<file path="config.mk">
export PLATFORM = sky130hd
export DESIGN_NAME = sliding_median_filter
export DESIGN_NICKNAME = d
export VERILOG_FILES = /design/src/rtl/smf_pkg.sv /design/src/rtl/smf_datapath.sv /design/src/rtl/smf_ctrl.sv /design/src/rtl/sliding_median_filter.sv
export SDC_FILE = /design/constraint.sdc
export NUM_CORES = 1
export LEC_CHECK = 0
export BUFFER_PORTS_ARGS = -buffer_cell sky130_fd_sc_hd__buf_2
export CAP_MARGIN = 10
export CORE_MARGIN = 2
export CORE_UTILIZATION = 30
export DETAILED_ROUTE_END_ITERATION = 6
export GPL_ROUTABILITY_DRIVEN = 0
export PLACE_DENSITY = 0.44
export SETUP_SLACK_MARGIN = 0.05
export SLEW_MARGIN = 15
export SYNTH_ARGS = -nofsm -noshare
export SYNTH_HDL_FRONTEND = slang
export SYNTH_HIERARCHICAL = 1
export SYNTH_SLANG_ARGS = --single-unit
</file>
<file path="constraint.sdc">
create_clock -name i_clk -period 9.5 [get_ports i_clk]
set_input_delay 1.9 -clock i_clk [delete_from_list [all_inputs] [get_ports i_clk]]
set_output_delay 1.9 -clock i_clk [all_outputs]
set_load 0.01 [all_outputs]
</file>
<file path="src/rtl/smf_pkg.sv">
// ----------------------------------------------------------------------------
// smf_pkg
// Shared constants and controller/datapath interface types for the sliding
// median filter.
// ----------------------------------------------------------------------------
package smf_pkg;

    localparam int DATA_W = 16;

    typedef struct packed {
        logic shift;
        logic load_res;
        logic load_out;
        logic out_last;
    } t_dp_cmd;

    typedef struct packed {
        logic rank_hit;
        logic out_free;
    } t_dp_sts;

endpackage

</file>
<file path="src/rtl/smf_datapath.sv">
// ----------------------------------------------------------------------------
// smf_datapath
// Sample window, rank unit that tests one candidate per cycle, result
// register and output word register.
// ----------------------------------------------------------------------------
module smf_datapath #(
    parameter int HALF_WIDTH = 2,
    localparam int WIN = 2 * HALF_WIDTH + 1,
    localparam int IW  = $clog2(WIN)
) (
    input  logic                           i_clk,
    input  logic                           i_rst_n,
    input  logic signed [smf_pkg::DATA_W-1:0] i_sample,
    input  smf_pkg::t_dp_cmd               i_cmd,
    input  logic [IW-1:0]                  i_sel,
    output smf_pkg::t_dp_sts               o_sts,
    input  logic                           i_out_ready,
    output logic                           o_out_valid,
    output logic signed [smf_pkg::DATA_W-1:0] o_out_data,
    output logic                           o_out_last
);

    localparam int CW = $clog2(WIN + 1);

    logic signed [smf_pkg::DATA_W-1:0] r_win [WIN];
    logic signed [smf_pkg::DATA_W-1:0] r_res;
    logic signed [smf_pkg::DATA_W-1:0] w_cand;
    logic [CW-1:0]                     w_rank;
    logic                              r_out_valid;
    logic signed [smf_pkg::DATA_W-1:0] r_out_data;
    logic                              r_out_last;

    assign w_cand = r_win[i_sel];

    always_comb begin
        logic [CW-1:0] n_cnt;
        n_cnt = '0;
        for (int e = 0; e < WIN; e++) begin
            if ((r_win[e] < w_cand) || ((IW'(e) < i_sel) && (r_win[e] == w_cand))) begin
                n_cnt = n_cnt + CW'(1);
            end
        end
        w_rank = n_cnt;
    end

    assign o_sts.rank_hit = (w_rank == CW'(HALF_WIDTH));
    assign o_sts.out_free = !r_out_valid || i_out_ready;

    always_ff @(posedge i_clk) begin
        if (i_cmd.shift) begin
            for (int e = 0; e < WIN - 1; e++) begin
                r_win[e] <= r_win[e + 1];
            end
            r_win[WIN-1] <= i_sample;
        end
        if (i_cmd.load_res) begin
            r_res <= w_cand;
        end
        if (i_cmd.load_out) begin
            r_out_data <= r_res;
            r_out_last <= i_cmd.out_last;
        end
    end

    always_ff @(posedge i_clk) begin
        if (!i_rst_n) begin
            r_out_valid <= 1'b0;
        end else if (i_cmd.load_out) begin
            r_out_valid <= 1'b1;
        end else if (i_out_ready) begin
            r_out_valid <= 1'b0;
        end
    end

    assign o_out_valid = r_out_valid;
    assign o_out_data  = r_out_data;
    assign o_out_last  = r_out_last;

endmodule

</file>
<file path="src/rtl/smf_ctrl.sv">
// ----------------------------------------------------------------------------
// smf_ctrl
// Sequencer: takes a word, decides which positions are due, drives the rank
// scan or raw pick, and hands each result to the output register.
// ----------------------------------------------------------------------------
module smf_ctrl #(
    parameter int HALF_WIDTH = 2,
    localparam int WIN = 2 * HALF_WIDTH + 1,
    localparam int IW  = $clog2(WIN)
) (
    input  logic             i_clk,
    input  logic             i_rst_n,
    input  logic             i_in_valid,
    input  logic             i_in_last,
    output logic             o_in_ready,
    output smf_pkg::t_dp_cmd o_cmd,
    output logic [IW-1:0]    o_sel,
    input  smf_pkg::t_dp_sts i_sts
);

    localparam int SW = $clog2(2 * HALF_WIDTH + 1);
    localparam int JW = $clog2(HALF_WIDTH + 1);

    localparam logic [1:0] S_IDLE = 2'd0;
    localparam logic [1:0] S_PICK = 2'd1;
    localparam logic [1:0] S_SCAN = 2'd2;
    localparam logic [1:0] S_EMIT = 2'd3;

    localparam logic [SW-1:0] K_H      = SW'(HALF_WIDTH);
    localparam logic [SW-1:0] K_2H     = SW'(2 * HALF_WIDTH);
    localparam logic [JW-1:0] J_H      = JW'(HALF_WIDTH);
    localparam logic [IW-1:0] LAST_IDX = IW'(WIN - 1);

    logic [1:0]    r_state, n_state;
    logic [SW-1:0] r_seen,  n_seen;
    logic [SW-1:0] r_k,     n_k;
    logic          r_end,   n_end;
    logic [JW-1:0] r_j,     n_j;
    logic [IW-1:0] r_cand,  n_cand;
    logic          w_accept;

    assign o_in_ready = (r_state == S_IDLE);
    assign w_accept   = i_in_valid && o_in_ready;
    assign o_sel      = (r_state == S_SCAN) ? r_cand : (LAST_IDX - IW'(r_j));

    always_comb begin
        n_state = r_state;
        n_seen  = r_seen;
        n_k     = r_k;
        n_end   = r_end;
        n_j     = r_j;
        n_cand  = r_cand;
        o_cmd   = '0;
        unique case (r_state)
            S_IDLE: begin
                if (w_accept) begin
                    o_cmd.shift = 1'b1;
                    n_k   = r_seen;
                    n_end = i_in_last;
                    if (i_in_last) begin
                        n_seen = '0;
                        n_j    = (r_seen < K_H) ? JW'(r_seen) : J_H;
                    end else begin
                        n_j = J_H;
                        if (r_seen < K_2H) begin
                            n_seen = r_seen + SW'(1);
                        end
                    end
                    if (i_in_last || (r_seen >= K_H)) begin
                        n_state = S_PICK;
                    end
                end
            end
            S_PICK: begin
                if ((r_j == J_H) && (r_k >= K_2H)) begin
                    n_cand  = '0;
                    n_state = S_SCAN;
                end else begin
                    o_cmd.load_res = 1'b1;
                    n_state        = S_EMIT;
                end
            end
            S_SCAN: begin
                if (i_sts.rank_hit) begin
                    o_cmd.load_res = 1'b1;
                    n_state        = S_EMIT;
                end else begin
                    n_cand = r_cand + IW'(1);
                end
            end
            S_EMIT: begin
                if (i_sts.out_free) begin
                    o_cmd.load_out = 1'b1;
                    o_cmd.out_last = r_end && (r_j == '0);
                    if (r_end && (r_j != '0)) begin
                        n_j     = r_j - JW'(1);
                        n_state = S_PICK;
                    end else begin
                        n_state = S_IDLE;
                    end
                end
            end
        endcase
    end

    always_ff @(posedge i_clk) begin
        if (!i_rst_n) begin
            r_state <= S_IDLE;
            r_seen  <= '0;
            r_k     <= '0;
            r_end   <= 1'b0;
            r_j     <= '0;
            r_cand  <= '0;
        end else begin
            r_state <= n_state;
            r_seen  <= n_seen;
            r_k     <= n_k;
            r_end   <= n_end;
            r_j     <= n_j;
            r_cand  <= n_cand;
        end
    end

endmodule

</file>
<file path="src/rtl/sliding_median_filter.sv">
// ----------------------------------------------------------------------------
// sliding_median_filter
// Median filter over a window of 2*HALF_WIDTH+1 signed 16-bit samples.
//
// Input words carry one sample on s_axis_tdata, s_axis_tlast marks the last
// sample of a signal. Output words carry the filtered sample, with
// m_axis_tlast on the last position of the signal. Positions leave
// HALF_WIDTH words late; the first and last HALF_WIDTH positions pass raw,
// the rest carry the window median. A tlast word flushes up to
// HALF_WIDTH+1 positions.
// One word is processed at a time. A raw position passes from acceptance
// through the pick state and the result register to the output register;
// a median position adds up to one rank test per window entry, run by the
// single rank unit that walks the window. s_axis_tready is high only while
// idle; an item with no due position leaves the sequencer idle.
// A one-word output register holds a result while m_axis_tready is low and
// stalls the sequencer until it is taken. Reset empties the output register
// and starts a new signal; window contents are not cleared.
// ----------------------------------------------------------------------------
module sliding_median_filter #(
    parameter int HALF_WIDTH = 2
) (
    input  logic        i_clk,
    input  logic        i_rst_n,
    input  logic        s_axis_tvalid,
    output logic        s_axis_tready,
    input  logic [15:0] s_axis_tdata,   // [15:0] sample
    input  logic        s_axis_tlast,
    output logic        m_axis_tvalid,
    input  logic        m_axis_tready,
    output logic [15:0] m_axis_tdata,   // [15:0] filtered
    output logic        m_axis_tlast
);

    localparam int WIN = 2 * HALF_WIDTH + 1;
    localparam int IW  = $clog2(WIN);

    smf_pkg::t_dp_cmd                     cmd;
    smf_pkg::t_dp_sts                     sts;
    logic [IW-1:0]                        sel;
    logic signed [smf_pkg::DATA_W-1:0]    out_data;

    smf_ctrl #(
        .HALF_WIDTH (HALF_WIDTH)
    ) u_ctrl (
        .i_clk      (i_clk),
        .i_rst_n    (i_rst_n),
        .i_in_valid (s_axis_tvalid),
        .i_in_last  (s_axis_tlast),
        .o_in_ready (s_axis_tready),
        .o_cmd      (cmd),
        .o_sel      (sel),
        .i_sts      (sts)
    );

    smf_datapath #(
        .HALF_WIDTH (HALF_WIDTH)
    ) u_dp (
        .i_clk       (i_clk),
        .i_rst_n     (i_rst_n),
        .i_sample    (s_axis_tdata),
        .i_cmd       (cmd),
        .i_sel       (sel),
        .o_sts       (sts),
        .i_out_ready (m_axis_tready),
        .o_out_valid (m_axis_tvalid),
        .o_out_data  (out_data),
        .o_out_last  (m_axis_tlast)
    );

    assign m_axis_tdata = out_data;

`ifndef SYNTHESIS
    a_load_when_free: assert property (@(posedge i_clk) disable iff (!i_rst_n)
        cmd.load_out |-> sts.out_free)
        else $error("output register overwritten while occupied");

    a_shift_alone: assert property (@(posedge i_clk) disable iff (!i_rst_n)
        cmd.shift |-> (!cmd.load_res && !cmd.load_out))
        else $error("window shift overlaps result handling");

    a_sel_range: assert property (@(posedge i_clk) disable iff (!i_rst_n)
        sel <= IW'(WIN - 1))
        else $error("window select out of range");

    a_accept_busy: assert property (@(posedge i_clk) disable iff (!i_rst_n)
        (s_axis_tvalid && s_axis_tready && s_axis_tlast) |=> !s_axis_tready)
        else $error("end of signal accepted without flush");
`endif

endmodule

</file>
==> Flow_metrics.wiki <==
{| class="wikitable"
! Metric !! Value
|-
| Outcome || finished, final reports clean
|-
| Buffer cell driving the clock tree root || clkbuf_16
|-
| Die Area || approximately 25000 um2
|-
| Worst path slowest cell || a21boi_2
|-
| Fin Clk Skew || 8.696 ps
|-
| Buffer count from post-CTS setup fixing || 0
|-
| Share of async-settable or async-resettable flops after synthesis || 0%
|-
| Overall via count from detail_route || roughly 4600
|-
| Share of cells above drive strength 1 || roughly 20%
|-
| Post-Syn Area per Cell || between 10 and 15 um2
|-
| Met1 track utilization from global routing || a little under a fifth
|-
| Count of cells resized by post-cts repair || 0
|-
| CTS tree || built
|-
| Most used flip-flop cell after synthesis || edfxtp_1
|-
| Total routed wirelength || ~16 mm
|-
| Nets@finish || between 600 and 700
|-
| DP Wirelength || roughly 12 mm
|-
| Core Region || 23260 um2
|-
| Kind of end point of the critical path || flop
|-
| Remaining max-slew budget at the tightest pin || between 20% and 30%
|-
| Effective utilization at floorplan || 30.25%
|-
| Io pins || 40
|-
| Number of clock buffers inserted by TritonCTS || 17
|-
| Longest individual stage delay on the worst path || a little under 800 ps
|-
| Path type of the worst min-delay path || flop to flop
|-
| CTS H-tree lvls || 4
|-
| Core Rows || 56
|-
| Post-route ant nets || 0
|-
| Global-route wire length before repair || between 20 and 30 mm
|-
| Number of global-route vias before repair || 4741
|-
| Width of the die || roughly 160 um
|-
| Arrival time reported for the critical path endpoint || between 7000 and 8000 ps
|-
| Achievable clock frequency || between 100 and 150 MHz
|-
| Ant. Diodes || 0
|-
| Busiest layer in global routing || met2
|-
| Pre-antenna DRT Iters || 5
|-
| Critical path required time || roughly 9500 ps
|-
| Global router's overall resource usage || between 10 and 15%
|-
| Sequential element share of the synthesized area || 51.92%
|-
| Setup TNS || 0 ps
|-
| Quantity of hold-fixing buffers added after cts || 0
|-
| Post-synthesis register bit count || 126
|-
| Clock Latency Late Sink || between 400 and 500 ps
|-
| Crit path time final || a little under 8000 ps
|-
| CP most frequent cell || ha_1
|-
| Cell area after technology mapping || 7037 um2
|-
| First DRT Iteration DRCs || around 280
|-
| Crit Path Class || flop to flop
|-
| Number of buffers added on ports || 39
|-
| Warnings from Yosys || 6
|-
| Number of enable-type register cells in the synthesized netlist || 113
|-
| Largest driver fanout on the critical path || 19
|-
| Net count after synthesis || between 600 and 700
|-
| Die height || about 160 um
|-
| Synth-to-Final Area Change || 17.09%
|-
| Synth cell types || 67
|-
| Number of instances in the synthesized netlist || between 500 and 600
|-
| Part of the cycle the worst path needs || about four fifths
|-
| Largest net degree at the start of global routing || 87
|-
| Final number of setup-violating endpoints || 0
|-
| Final Hold Viols || 0
|-
| Residual DRC || 0
|-
| Met3 usage || roughly 3.1%
|-
| Count of max-cap constraint violations || 0
|-
| Unrepaired setup endpoints after global routing || no
|-
| TritonCTS Sinks || 126
|-
| Least-Margin Pin Slew || around 1100 ps
|-
| CP startpoint kind || flop
|-
| Clock tree buffer depth || 2
|-
| Vias per cell || slightly below 5
|-
| Number of antenna violations at the first check in global routing || 0
|-
| Clock transition at path regs || approximately 50 ps
|-
| Final Max Tran Viols || 0
|-
| Sum of overflow across all layers after global routing || 0
|-
| Routed wire length per instance || approximately 18 um
|-
| GRT met2 Usage || a little under a quarter
|}
[layer usage]
metal / vias up / wire, um
met5: - / 0
met4: 0 / 312
met3: 22 / 622
met2: 89 / 7635
met1: 2241 / 7922
li1: 2200 / -
[cell usage in the layout (no fill, tap or decap), types with 3 or more instances in the layout]
cell type / n
edfxtp_1: 113
ha_1: 92
buf_2: 39
inv_1: 34
nand2_1: 33
a21oi_1: 21
o21ai_0: 18
clkbuf_16: 17
nor2_1: 16
mux4_2: 16
mux2i_1: 15
dfxtp_1: 13
nand4_1: 12
nand3_1: 10
nor2b_1: 10
o21a_1: 10
and3_1: 7
o211ai_1: 7
a21o_1: 6
buf_4: 5
a211oi_1: 5
nor3_1: 5
nor4_1: 4
nor4b_1: 4
nand2b_1: 4
and4_1: 4
clkinv_2: 3
clkinv_1: 3
clkinv_4: 3
bufinv_16: 3
o21ai_2: 3
a31oi_1: 3
o22ai_1: 3
a21boi_0: 3
nor4_2: 3
[per-stage QoR]
step | hold WS, ps | std cells | cell area, um2 | worst slack, ps | utilization (%)
2_1_floorplan | 400.3 | 532 | 7037 | 1553 | -
3_3_place_gp | 403.8 | 886 | 7644 | 1887 | 32.86
3_5_place_dp | 404.5 | 886 | 7644 | 1735 | 32.86
4_1_cts | 417.8 | 918 | 8239 | 1688 | 35.42
5_1_grt | 431.0 | 918 | 8239 | 1089 | 35.42
6_report | 416.4 | 918 | 8239 | 1715 | 35.42
[worst max-delay path: cells and delay by family (launching register included)]
family                     cells  cell delay (ps)
muxes                          2              820
AOI/OAI and AO/OA             11             2910
and+or+nand+nor                8             1170
buffers and inverters          3              550
adders and majority gates      5             1590
DFF                            1              340
[kinds of logic after synthesis]
logic type	after synthesis	synth area share, %
and+or+nand+nor	133	11.26
DFF	126	51.92
AOI/OAI and AO/OA	102	10.26
adders and majority gates	92	16.36
buffers and inverters	45	2.543
muxes	32	7.415
xor gates and xnor gates	2	0.2490
[registers in the layout (all words and copies together), names as in the netlist]
signal	count
u_ctrl/r_state	2
u_dp/o_out_valid	1
u_ctrl/r_k	1
u_dp/r_res	16
u_dp/r_win	80
u_ctrl/r_end	1
u_ctrl/r_j	2
u_ctrl/r_cand	3
u_dp/o_out_last	1
u_ctrl/r_seen	3
u_dp/o_out_data	16
[synth_stat cells, drive strengths merged, types with 2 or more instances]
library cell	count	area [um2]
edfxtp	113	3393
a2111oi	2	36.29
and4	4	35.03
or4	3	26.27
mux2i	15	150.1
nor3	7	45.04
nand2b	5	33.78
nand3	10	50.05
nor2b	12	85.08
ha	92	1151
o21ai	21	105.1
mux4	16	360.4
a21boi	6	56.31
a32oi	2	17.52
nor4b	5	50.04
a21oi	23	122.6
or2	2	12.52
nand2	33	123.9
nand3b	2	15.01
o21a	10	75.07
inv	36	135.1
a21o	6	45.04
and3	7	43.79
o211a	2	20.02
o21bai	2	15.01
buf	6	32.53
nand4b	2	17.52
nor2	17	63.81
o211ai	7	52.55
nand4	13	87.58
clkbuf	3	11.26
xnor2	2	17.52
a31oi	3	18.77
o22ai	3	18.77
nor4	8	83.83
and2	2	12.51
a211oi	6	50.05
dfxtp	13	260.3
[area by class of cell]
class,instances,area [um2]
sequential,126,3654
fill,2280,15020
clock buffer,17,425.4
tap,319,399.1
clock inverter,15,170.2
timing repair buffer,44,232.7
multi-input combinational,361,3222
inverter,36,136.4
[final timing paths]
| path | to | start | cells after the start | slack (ps) |
|---|---|---|---|---|
| worst min register to register | u_dp/o_out_data[6] | u_dp/r_res[6] | 0 | 420 |
| worst max-delay path | u_dp/r_res[7] | u_ctrl/r_state[0] | 29 | 1710 |
| worst max register to register | u_dp/r_res[7] | u_ctrl/r_state[0] | 29 | 1710 |
| worst min-delay path | u_dp/o_out_data[6] | u_dp/r_res[6] | 0 | 420 |
Power is left out: the tool's default activity adds up to more than one toggle a clock period on the data nets, which glitch-free logic cannot reach.
